## src/sv/csa_pkg.sv

```systemverilog
// ----------------------------------------------------------------------------
// CSR matrix assembly package
// Shared types, codes and default sizes for the CSR assembly block.
// ----------------------------------------------------------------------------
package csa_pkg;

  localparam int unsigned MAX_ROWS_DEF    = 1024;
  localparam int unsigned MAX_ENTRIES_DEF = 8192;
  localparam int unsigned POS_W           = 13;
  localparam int unsigned IDX_W           = 10;
  localparam int unsigned Q_W             = 32;

  localparam logic signed [63:0] ROUND_HALF = 64'sd32768;
  localparam logic [Q_W-1:0]     Q_MAX      = 32'h7FFF_FFFF;
  localparam logic [Q_W-1:0]     Q_MIN      = 32'h8000_0000;

  typedef enum logic [1:0] {
    OP_CLEAR = 2'd0,
    OP_ROW   = 2'd1,
    OP_ADJ   = 2'd2,
    OP_ADD   = 2'd3
  } op_e;

  typedef enum logic [1:0] {
    ST_OK      = 2'd0,
    ST_RANGE   = 2'd1,
    ST_MISSING = 2'd2,
    ST_FULL    = 2'd3
  } status_e;

  typedef struct packed {
    logic [1:0]              op;
    logic [IDX_W-1:0]        row;
    logic [IDX_W-1:0]        col;
    logic signed [Q_W-1:0]   value;
    logic signed [Q_W-1:0]   factor;
  } in_item_t;

  typedef struct packed {
    logic [1:0]       status;
    logic [POS_W-1:0] position;
  } out_item_t;

  typedef struct packed {
    op_e                     op;
    logic                    skip;
    logic [IDX_W-1:0]        row;
    logic [IDX_W-1:0]        col;
    logic signed [Q_W-1:0]   value;
    logic signed [Q_W-1:0]   factor;
  } cmd_t;

endpackage

```

## src/sv/csa_front.sv

```systemverilog
// ----------------------------------------------------------------------------
// CSR assembly front end
// Accepts transactions, decodes them into commands and queues them.
// ----------------------------------------------------------------------------
module csa_front (
  input  logic            clk_i,
  input  logic            rst_ni,
  input  logic            start,
  output logic            busy,
  input  csa_pkg::in_item_t req_i,
  output logic            head_valid_o,
  output csa_pkg::cmd_t   head_o,
  input  logic            pop_i
);
  import csa_pkg::*;

  cmd_t       slot_q [2];
  logic       wr_ptr_q, rd_ptr_q;
  logic [1:0] cnt_q;
  logic       push;
  cmd_t       cmd;

  always_comb begin
    cmd        = '0;
    cmd.op     = op_e'(req_i.op);
    cmd.skip   = (req_i.factor == '0);
    cmd.row    = req_i.row;
    cmd.col    = req_i.col;
    cmd.value  = req_i.value;
    cmd.factor = req_i.factor;
  end

  assign busy         = (cnt_q == 2'd2);
  assign push         = start && !busy;
  assign head_valid_o = (cnt_q != 2'd0);
  assign head_o       = slot_q[rd_ptr_q];

  always_ff @(posedge clk_i) begin
    if (push) begin
      slot_q[wr_ptr_q] <= cmd;
    end
  end

  always_ff @(posedge clk_i or negedge rst_ni) begin
    if (!rst_ni) begin
      wr_ptr_q <= 1'b0;
      rd_ptr_q <= 1'b0;
      cnt_q    <= 2'd0;
    end else begin
      if (push) begin
        wr_ptr_q <= ~wr_ptr_q;
      end
      if (pop_i) begin
        rd_ptr_q <= ~rd_ptr_q;
      end
      cnt_q <= cnt_q + {1'b0, push} - {1'b0, pop_i};
    end
  end

endmodule

```

## config.mk

```make
export PLATFORM = sky130hd
export DESIGN_NAME = csa_front
export DESIGN_NICKNAME = d
export VERILOG_FILES = /design/src/sv/csa_pkg.sv /design/src/sv/csa_front.sv
export SDC_FILE = /design/constraint.sdc
export NUM_CORES = 1
export LEC_CHECK = 0
export BUFFER_PORTS_ARGS = -buffer_cell sky130_fd_sc_hd__clkbuf_2
export CAP_MARGIN = 5
export CORE_MARGIN = 1.5
export CORE_UTILIZATION = 58
export CTS_BUF_LIST = sky130_fd_sc_hd__clkbuf_8
export DETAILED_ROUTE_END_ITERATION = 10
export HOLD_SLACK_MARGIN = 0.03
export PLACE_DENSITY = 0.91
export SLEW_MARGIN = 10
export SYNTH_ARGS = -nofsm -noshare
export SYNTH_HDL_FRONTEND = slang
export SYNTH_SLANG_ARGS = --single-unit
```

## constraint.sdc

```tcl
create_clock -name clk_i -period 9.6 [get_ports clk_i]
set_clock_uncertainty 0.05 [all_clocks]
set_input_delay 0.96 -clock clk_i [delete_from_list [all_inputs] [get_ports clk_i]]
set_output_delay 0.96 -clock clk_i [all_outputs]
set_load 0.02 [all_outputs]
```

==> out/qor.yml, run 1 <==
status: "complete, no violations"
firstDrtPassIters: 4
drc: 0
cp-startpoint: "rd_ptr_q"
warning_count_from_the_yosys_run: 0
clock_path_buffers: 2
antennaDiodeCount: 0
layout-area-overhead-vs-synth_pct: 21.56
clock-root-buffer: "clkbuf_8"
routed_wl_um: 11450
worst_slew_pin_slew_ns: 1.188
synthesis.nets: 391
stages_on_worst_setup_path: 3
hold_buffers: 0
gp_routability_congestion: 0.7370
route.detailed.vias_per_inst: 5.347
leading_cell_types_in_the_layout_fill_and_taps_excluded: "clkbuf_2, edfxtp_1, mux2_2, mux2_4, clkbuf_8"
global_route_wire_length_before_repair_um: 16640
rr_startpoint: "cnt_q[1]"
netlist_instances: 299
initialDrtViolationCount: 174
detailed_place_hpwl_um: 7567
syn_area_per_cell_um2: 22.12
finalSetupViolCount: 0
clk_latency_ns: 0.43
vdd_drop_max_v: 0.0003003
worst-r2r-cell-count: 4
worst_path_largest_cell_delay_ns: 0.87
post_layout_minimum_cycle_time_ns: 3.487
hold_path_class: "in2async"
cp_slowest_cell: "buf_4"
design.die.area_mm2: 0.01205
cp_data_arrival_time_ns: 2.48
clock_sinks: 178
yosys.cell_types.count: 17
power.internal_w: 0.001642
cp_data_required_time_ns: 8.59
cts-buffers-inserted: 17
total_switching_power_w: 0.0008239
synth_area_mm2: 0.006615
r2r_end: "slot_q[0][58]"
overflow: 0
rrSetupSlack_ns: 7.20
maxSlewHeadroom_pct: 20.82
grt_use_total_pct: 19.24
n_fill_cell: 665
multi_input_comb_area_mm2: 0.001220
timing.max_cap.violations: 0
timing.fmax_ghz: 0.2868
path_clk_slew_ns: 0.10
number_of_antenna_violations_at_the_first_check_in_global_routing: 0
die_h_um: 109.8
grt_pass1_vias: 3400
crit_fanout: 79
critical_path.top_delay_family: "buffers and inverters"
core_area_mm2: 0.01098
period_share_pct: 36.32
h-tree-depth: 4
p_per_area_mw_per_mm2: 306.7
power_frac_clock_pct: 19.4
netSwitchingFraction_pct: 33.41
placementRows: 38
power.sequential.fraction_pct: 45.2
tns_ns: 0
final_antenna_net_count: 0
worstPathCellList: "buf_4 > mux2_2 > clkbuf_2"
final-seq-area_mm2: 0.005329
postCtsSetupBuffers: 0
dp_worst_setup_slack_ns: 6.319
synth.ff_latch_count: 178
p_comb_share_pct: 35.3
layout.cells.most_common: "clkbuf_2"
route.vias.total: 3433
route.detailed.wl_per_inst_um: 17.83
leakage_power_nw: 3.101
worstPathBufferInverterCount: 2
die_width_um: 109.8
cts_tree: "yes"
kind_of_start_point_of_the_critical_path: "register"
finalWorstSetupSlack_ns: 6.113
finish.net_count: 581
grt_max_degree: 88
drive_above_1_share_pct: 59.76
floorplan.initialDensity_pct: 60.23
cts_resized: 0
num_io_pins: 179
worstSetupPathType: "reg2out"
ys_seq_area_share_pct: 80.50
timing.final.hold_violations: 0
unrepaired_setup_endpoints_after_global_routing: "no"
buffer_ports.inserted: 178
timing.final.max_slew_violations: 0
cp-end-kind: "output pin"
-- worst reg2reg max path: stages (launching register included) --
cell and delay [ns]:
dfrtp_1 0.42, nand2b_1 0.14, nand2_1 0.16, nor2_4 0.61, buf_4 0.63
-- power groups by stage --
stage	clock [W]	combinational (W)	sequential [W]
final	0.000479	0.000871	0.00112
after global routing	0.000521	0.000930	0.00113
after CTS	0.000488	0.000871	0.00112
after detailed placement	0	0.000869	0.00114
after global placement	0	0.000857	0.00112
after floorplan	0	0.000636	0.00112
-- worst max-delay path by stage --
stage / to
floorplan: slot_q[0][0]
global placement: slot_q[0][82]
detailed placement: slot_q[0][71]
CTS: head_o[31]
global route: head_o[30]
finish: head_o[30]
-- stage by stage --
step	std cells	utilization, %	hold WS, ns	total power (W)	area (um2)
after floorplan	299	-	0.4104	0.001761	6615
after global placement	609	69.54	0.4432	0.001977	7637
after detailed placement	609	69.54	0.4692	0.002004	7637
after CTS	641	72.97	0.2394	0.002477	8014
after global routing	642	73.22	0.2403	0.002582	8041
final	642	73.22	0.2651	0.002466	8041
-- cell families (layout without fill, tap and decap cells) --
logic type	after synthesis	after routing	share of synthesized area (%)
DFF	178	178	80.50
muxes	87	87	15.94
and+or+nand+nor	16	16	1.400
buffers and inverters	12	215	1.248
xor gates and xnor gates	4	4	0.5297
adders and majority gates	2	2	0.3782
-- sequential cells by signal (all words and copies together), names as in the netlist --
signal    flops
slot_q      174
cnt_q         2
rd_ptr_q      1
wr_ptr_q      1
-- metal layers --
layer	vias to the layer above	routed length (um)	GRT usage, %
li1	1578	-	-
met5	-	0	0
met2	155	5852	31.77
met4	0	192	8.534
met3	17	804	6.283
met1	1683	4597	23.22
-- final cells by class --
type,count,share of cell area (%)
clock buffer,17,2.910
clock inverter,15,1.774
inverter,2,0.09336
multi-input combinational,109,15.17
sequential,178,66.27
tap,140,2.178
timing repair buffer,181,11.61
-- synthesized netlist by cell type, drive strengths merged --
| master | number | area, um2 |
|---|---|---|
| inv | 2 | 7.510 |
| dfrtp | 4 | 100.1 |
| edfxtp | 174 | 5225 |
| nor2 | 2 | 7.510 |
| nand4 | 2 | 12.51 |
| xnor2 | 3 | 26.28 |
| nand2 | 1 | 3.750 |
| mux2 | 87 | 1055 |
| nand2b | 1 | 6.260 |
| xor2 | 1 | 8.760 |
| buf | 10 | 75.07 |
| and3 | 1 | 6.260 |
| or2 | 1 | 6.260 |
| ha | 2 | 25.02 |
| nor4 | 8 | 50.05 |
(Power assumes the default switching activity.)
==> run 2: changes to the inputs <==
CORE_UTILIZATION = 49   (was 58)
PLACE_DENSITY = 0.82   (was 0.91)
clock period = 3.1 ns   (was 9.6 ns; I/O delays follow)
==> out/qor.yml, run 2 (synthesis gave the netlist of run 1 again) <==
postCtsSetupBuffers: 0  # unchanged
worstPathCellList: "buf_4 > mux2_2 > clkbuf_2"  # unchanged
drive_above_1_share_pct: 50.68  # was 59.76%
p_per_area_mw_per_mm2: 870.5  # was 306.7 mW/mm2
firstDrtPassIters: 5  # was 4
timing.fmax_ghz: 0.4327
timing.max_cap.violations: 0  # unchanged
worst_path_largest_cell_delay_ns: 0.49  # was 0.87 ns
number_of_antenna_violations_at_the_first_check_in_global_routing: 0  # unchanged
route.detailed.vias_per_inst: 4.934  # was 5.347
power_frac_clock_pct: 20.0  # was 19.4%
finalWorstSetupSlack_ns: 0.7891  # was 6.113 ns
cp-end-kind: "output pin"  # unchanged
h-tree-depth: 4  # unchanged
drc: 0  # unchanged
finalPower_w: 0.007846  # was 0.002466 W
finalNonFillerCells: 768  # was 642
cp_slowest_cell: "buf_4"  # unchanged
tns_ns: 0  # unchanged
grt_max_degree: 49  # was 88
cp_data_arrival_time_ns: 1.95  # was 2.48 ns
global_route_wire_length_before_repair_um: 20020  # was 16,640 um
antennaDiodeCount: 0  # unchanged
grt_use_total_pct: 18.84  # was 19.24%
die_width_um: 119.2  # was 109.8 um
buffer_ports.inserted: 178  # unchanged
num_io_pins: 179  # unchanged
maxSlewHeadroom_pct: 57.86  # was 20.82%
cts_resized: 0  # unchanged
critical_path.top_delay_family: "buffers and inverters"  # unchanged
reg_top3: "slot_q (174), cnt_q (2)"  # unchanged
design.die.area_mm2: 0.01421  # was 0.01205 mm2
post_layout_minimum_cycle_time_ns: 2.311
detailed_place_hpwl_um: 7601  # was 7567 um
finalSetupViolCount: 0  # unchanged
p_comb_share_pct: 36.3  # was 35.3%
clock_path_buffers: 2  # unchanged
hold_path_class: "in2async"  # unchanged
floorplan.initialDensity_pct: 50.15  # was 60.23%
crit_fanout: 44  # was 79
clk_latency_ns: 0.44  # was 0.43 ns
finish.net_count: 671  # was 581
worst_slew_pin_slew_ns: 0.6322  # was 1.188 ns
gp_routability_congestion: 0.7784  # was 0.7370
cts_tree: "yes"  # unchanged
timing.final.max_slew_violations: 0  # unchanged
route.vias.total: 3789  # was 3,433
placementRows: 42  # was 38
grt_pass1_vias: 4093  # was 3,400
vdd_drop_max_v: 0.0005752  # was 0.0003003 V
clock_sinks: 178  # unchanged
final_antenna_net_count: 0  # unchanged
largest_register_ff_count: 174  # unchanged
power.sequential.fraction_pct: 43.7  # was 45.2%
routed_wl_um: 12930  # was 11,450 um
clock-root-buffer: "clkbuf_8"  # unchanged
cp_data_required_time_ns: 2.74  # was 8.59 ns
numPlacedInstances: 648  # was 609
worstSetupPathType: "reg2out"  # unchanged
overflow: 0  # unchanged
kind_of_start_point_of_the_critical_path: "register"  # unchanged
netSwitchingFraction_pct: 32.55  # was 33.41%
cts-buffers-inserted: 17  # unchanged
status: "complete, no violations"  # unchanged
layout-area-overhead-vs-synth_pct: 36.26  # was 21.56%
dp_worst_setup_slack_ns: 1.214  # was 6.319 ns
power.internal_w: 0.005292  # was 0.001642 W
layout.cells.most_common: "clkbuf_2"  # unchanged
route.detailed.wl_per_inst_um: 16.84  # was 17.83 um
leakage_power_nw: 3.516  # was 3.101 nW
worstPathBufferInverterCount: 2  # unchanged
hold_buffers: 88  # was 0
initialDrtViolationCount: 227  # was 174
leading_cell_types_in_the_layout_fill_and_taps_excluded: "clkbuf_2, edfxtp_1, dlygate4sd3_1, mux2_2"  # was clkbuf_2, edfxtp_1, mux2_2, mux2_4, clkbuf_8
timing.final.hold_violations: 0  # unchanged
core_area_mm2: 0.01319  # was 0.01098 mm2
unrepaired_setup_endpoints_after_global_routing: "no"  # unchanged
path_clk_slew_ns: 0.09  # was 0.10 ns
registers.top_by_ff_count: "slot_q"  # unchanged
period_share_pct: 74.55
total_switching_power_w: 0.002554  # was 0.0008239 W
die_h_um: 119.2  # was 109.8 um
-- run 2: worst paths after layout --
| kind | slack, ns | from | cells past startpoint | end |
|---|---|---|---|---|
| max | 0.79 | rd_ptr_q | 3 | head_o[17] |
| max in group asynchronous | 2.67 | rst_ni | 2 | rd_ptr_q |
| min in group clk_i | 0.19 | start | 3 | wr_ptr_q |
| min reg2reg | 0.48 | cnt_q[0] | 1 | cnt_q[0] |
| max reg2reg | 1.19 | cnt_q[1] | 3 | slot_q[1][14] |
| min | 0.17 | rst_ni | 2 | wr_ptr_q |
-- run 2: through the flow --
stage | instance area [um2] | util, % | hold slack, ns
after floorplan | 6623 | - | -0.03559
after global routing | 9014 | 68.34 | 0.1589
final | 9014 | 68.34 | 0.1748
after CTS | 9014 | 68.34 | 0.1181
after global placement | 7730 | 58.60 | 0.06971
after detailed placement | 7730 | 58.60 | 0.07587
-- run 2: layout make-up --
class	instances	area (um2)
flip-flops and latches	178	5329
fillers	878	4177
repair buffers	271	1834
multi-input cells	109	1220
clock buffers	20	275.3
well taps	176	220.2
clock inverters	12	127.6
inverters	2	7.507
-- run 2: power by group through the flow --
stage	Sequential [W]	Clock (W)	Combinational, W
6_report	0.00343	0.00157	0.00285
5_1_grt	0.00348	0.00169	0.00302
4_1_cts	0.00343	0.00160	0.00285
3_5_place_dp	0.00348	0	0.00275
3_3_place_gp	0.00345	0	0.00271
2_1_floorplan	0.00345	0	0.00197
-- run 2: layer usage --
| metal | GRT usage, % | wire length (um) | vias up |
|---|---|---|---|
| li1 | - | - | 1751 |
| met1 | 21.28 | 4938 | 1871 |
| met2 | 33.24 | 7055 | 143 |
| met3 | 5.891 | 681 | 24 |
| met4 | 7.530 | 255 | 0 |
| met5 | 0 | 0 | - |
==> run 3: changes to the inputs <==
ABC_AREA = 1   (was default)
CORE_UTILIZATION = 54   (was 49)
PLACE_DENSITY = 0.86   (was 0.82)
clock period = 2.18 ns   (was 3.1 ns; I/O delays follow)
==> out/qor.yml, run 3 <==
routed_wl_um: 14260  # was 12,930 um
grt_use_total_pct: 22.08  # was 18.84%
status: "complete, no violations"  # unchanged
antennaDiodeCount: 0  # unchanged
period_share_pct: 97.35
synthesis.nets: 412  # was 391
path_clk_slew_ns: 0.09  # about the same
timing.fmax_ghz: 0.4712
hold_path_class: "in2reg"  # was in2async
num_io_pins: 179  # unchanged
initialDrtViolationCount: 246  # was 227
post_synth_mux_area_share_pct: 15.82  # was 15.94%
synth-main-ff-cell: "edfxtp_1"  # unchanged
synth.ff_latch_count: 178  # unchanged
placementRows: 40  # was 42
clock_path_buffers: 2  # unchanged
worstSetupPathType: "reg2out"  # unchanged
most_frequent_cell_after_synthesis: "edfxtp_1"  # unchanged
warning_count_from_the_yosys_run: 0  # unchanged
h-tree-depth: 4  # unchanged
unrepaired_setup_endpoints_after_global_routing: "yes"  # was no
synth_area_mm2: 0.006669  # was 0.006615 mm2
layout-area-overhead-vs-synth_pct: 37.80  # was 36.26%
numPlacedInstances: 641  # was 648
largest_register_ff_count: 174  # unchanged
timing.max_cap.violations: 0  # unchanged
reg_top3: "slot_q (174), cnt_q (2)"  # unchanged
synth-adder-area-share_pct: 0.3752  # was 0.3783%
cp-end-kind: "output pin"  # unchanged
combinational_family_with_the_most_area_after_synthesis: "multiplexers"  # unchanged
grt_pass1_vias: 4134  # was 4,093
synthXorXnorAreaFrac_pct: 0.5253  # was 0.5296%
kind_of_start_point_of_the_critical_path: "register"  # unchanged
buffer_ports.inserted: 178  # unchanged
async_sr_flop_fraction_pct: 2.247  # unchanged
drc: 0  # unchanged
netlist_instances: 320  # was 299
core_area_mm2: 0.01201  # was 0.01319 mm2
route.vias.total: 3924  # was 3,789
maxSlewHeadroom_pct: 81.15  # was 57.86%
global_route_wire_length_before_repair_um: 20820  # was 20,020 um
drive_above_1_share_pct: 50.32  # was 50.68%
n_fill_cell: 699  # was 878
synth.area.top_cells: "edfxtp_1, mux2_2, mux2_4"  # unchanged
syn_area_per_cell_um2: 20.84  # was 22.12 um2
clock_sinks: 178  # unchanged
grt_max_degree: 49  # unchanged
timing.final.hold_violations: 0  # unchanged
route.detailed.wl_per_inst_um: 18.60  # was 16.84 um
yosys.cell_types.count: 14  # was 17
yosys.area.top_type: "edfxtp_1"  # unchanged
final_cell_area_mm2: 0.009190  # was 0.009014 mm2
post_synth_and_or_nand_nor_area_fraction_pct: 2.008  # was 1.400%
die_h_um: 114.1  # was 119.2 um
layout.cells.most_common: "clkbuf_2"  # unchanged
design.die.area_mm2: 0.01303  # was 0.01421 mm2
cts_tree: "yes"  # unchanged
leakage_power_nw: 3.596  # was 3.516 nW
leading_cell_types_in_the_layout_fill_and_taps_excluded: "clkbuf_2, edfxtp_1, dlygate4sd3_1, mux2_2, clkbuf_8"  # was clkbuf_2, edfxtp_1, dlygate4sd3_1, mux2_2
worstPathCellList: "buf_12 > mux2_2 > clkbuf_2"  # was buf_4 > mux2_2 > clkbuf_2
vdd_drop_max_v: 0.0007687  # was 0.0005752 V
final_antenna_net_count: 0  # unchanged
synth_compound_area_share_pct: 0.1313  # was 0%
number_of_antenna_violations_at_the_first_check_in_global_routing: 0  # unchanged
p_per_area_mw_per_mm2: 1253  # was 870.5 mW/mm2
clock-root-buffer: "clkbuf_8"  # unchanged
fin_hold_ws_ns: 0.4428  # was 0.1748 ns
finalWorstSetupSlack_ns: 0.05774  # was 0.7891 ns
finalNonFillerCells: 767  # was 768
ys_seq_area_share_pct: 79.85  # was 80.50%
cts-buffers-inserted: 17  # unchanged
firstDrtPassIters: 4  # was 5
cp_slowest_cell: "dfrtp_4"  # was buf_4
registers.top_by_ff_count: "slot_q"  # unchanged
cp_data_required_time_ns: 1.91  # was 2.74 ns
clk_latency_ns: 0.45  # was 0.44 ns
dp_worst_setup_slack_ns: 0.4488  # was 1.214 ns
crit_fanout: 28  # was 44
cp_data_arrival_time_ns: 1.85  # was 1.95 ns
synth_edf_count: 174  # unchanged
tns_ns: 0  # unchanged
worst_path_largest_cell_delay_ns: 0.58  # was 0.49 ns
timing.final.max_slew_violations: 0  # unchanged
synth.top_cells.by_count: "edfxtp_1, mux2_2, nor2_1, mux2_4, nand2_1"  # was edfxtp_1, mux2_2, mux2_4, nor4_1, buf_2
detailed_place_hpwl_um: 8102  # was 7601 um
die_width_um: 114.1  # was 119.2 um
finish.net_count: 699  # was 671
synth_largest_type_area_fraction_pct: 78.35  # was 78.99%
worst_slew_pin_slew_ns: 0.2828  # was 0.6322 ns
dpl_cell_area_mm2: 0.007815  # was 0.007730 mm2
route.detailed.vias_per_inst: 5.116  # was 4.934
floorplan.initialDensity_pct: 55.52  # was 50.15%
finalSetupViolCount: 0  # unchanged
post_layout_minimum_cycle_time_ns: 2.122
gp_routability_congestion: 0.7229  # was 0.7784
overflow: 0  # unchanged
run 3: routing by layer:
metal	track usage, %	share of wire [%]	vias up
met2	39.88	54	150
met5	0	0	-
met3	7.200	5.5	25
li1	-	-	1812
met4	8.417	2.1	0
met1	24.26	39	1937
run 3: power breakdown:
group / internal, W / switching (W) / total, W
Combinational: 0.00182 / 0.00244 / 0.00426
Clock: 0.00119 / 0.00112 / 0.00231
Sequential: 0.00467 / 0.000273 / 0.00495
run 3: cell families (layout without fill, tap and decap cells):
kind of cell	Yosys count	in the layout
AO/OA/AOI/OAI	1	1
multiplexers	87	87
buffers and inverters	13	313
XOR/XNOR	4	4
flip-flops	178	178
adder cells (fa/ha/maj)	2	2
AND/OR/NAND/NOR	35	35
run 3: path summary, 6_finish.rpt:
path / to / depth (start not counted) / slack (ns) / from
max: head_o[32] / 3 / 0.06 / rd_ptr_q
min: slot_q[0][69] / 2 / 0.44 / req_i[69]
max reg2reg: slot_q[0][57] / 4 / 0.72 / cnt_q[1]
min reg2reg: cnt_q[0] / 1 / 0.57 / cnt_q[0]
max in group asynchronous: rd_ptr_q / 3 / 1.26 / rst_ni
min in group asynchronous: cnt_q[0] / 3 / 0.62 / rst_ni
run 3: area by class of cell:
class	count	area (um2)	share of cell area, %
Clock buffer	23	316.6	3.445
Clock inverter	9	102.6	1.116
Inverter	3	11.26	0.1225
Multi-Input combinational cell	129	1280	13.93
Sequential cell	178	5329	57.99
Tap cell	147	183.9	2.001
Timing Repair Buffer	278	1967	21.40
run 3: worst max-delay path, delay by kind of cell, from the launching register on:
| family | cells | cell delay [ns] |
|---|---|---|
| flops | 1 | 0.58 |
| buf+inv | 2 | 0.41 |
| mux | 1 | 0.38 |
run 3: timing repair:
item                                   CTS  global route
hold buffers                            90             0
buffers inserted                         1             2
setup endpoints to repair               47            33
endpoints found under the hold margin  178             0
gates resized for setup                  0             3
pin swaps                                0             0
cloned                                   0             1
run 3: stage by stage:
stage	total power (W)	utilization, %
floorplan	0.007728	-
global placement	0.008875	65.06
detailed placement	0.008992	65.06
CTS	0.01143	76.11
global route	0.01201	76.51
finish	0.01151	76.51
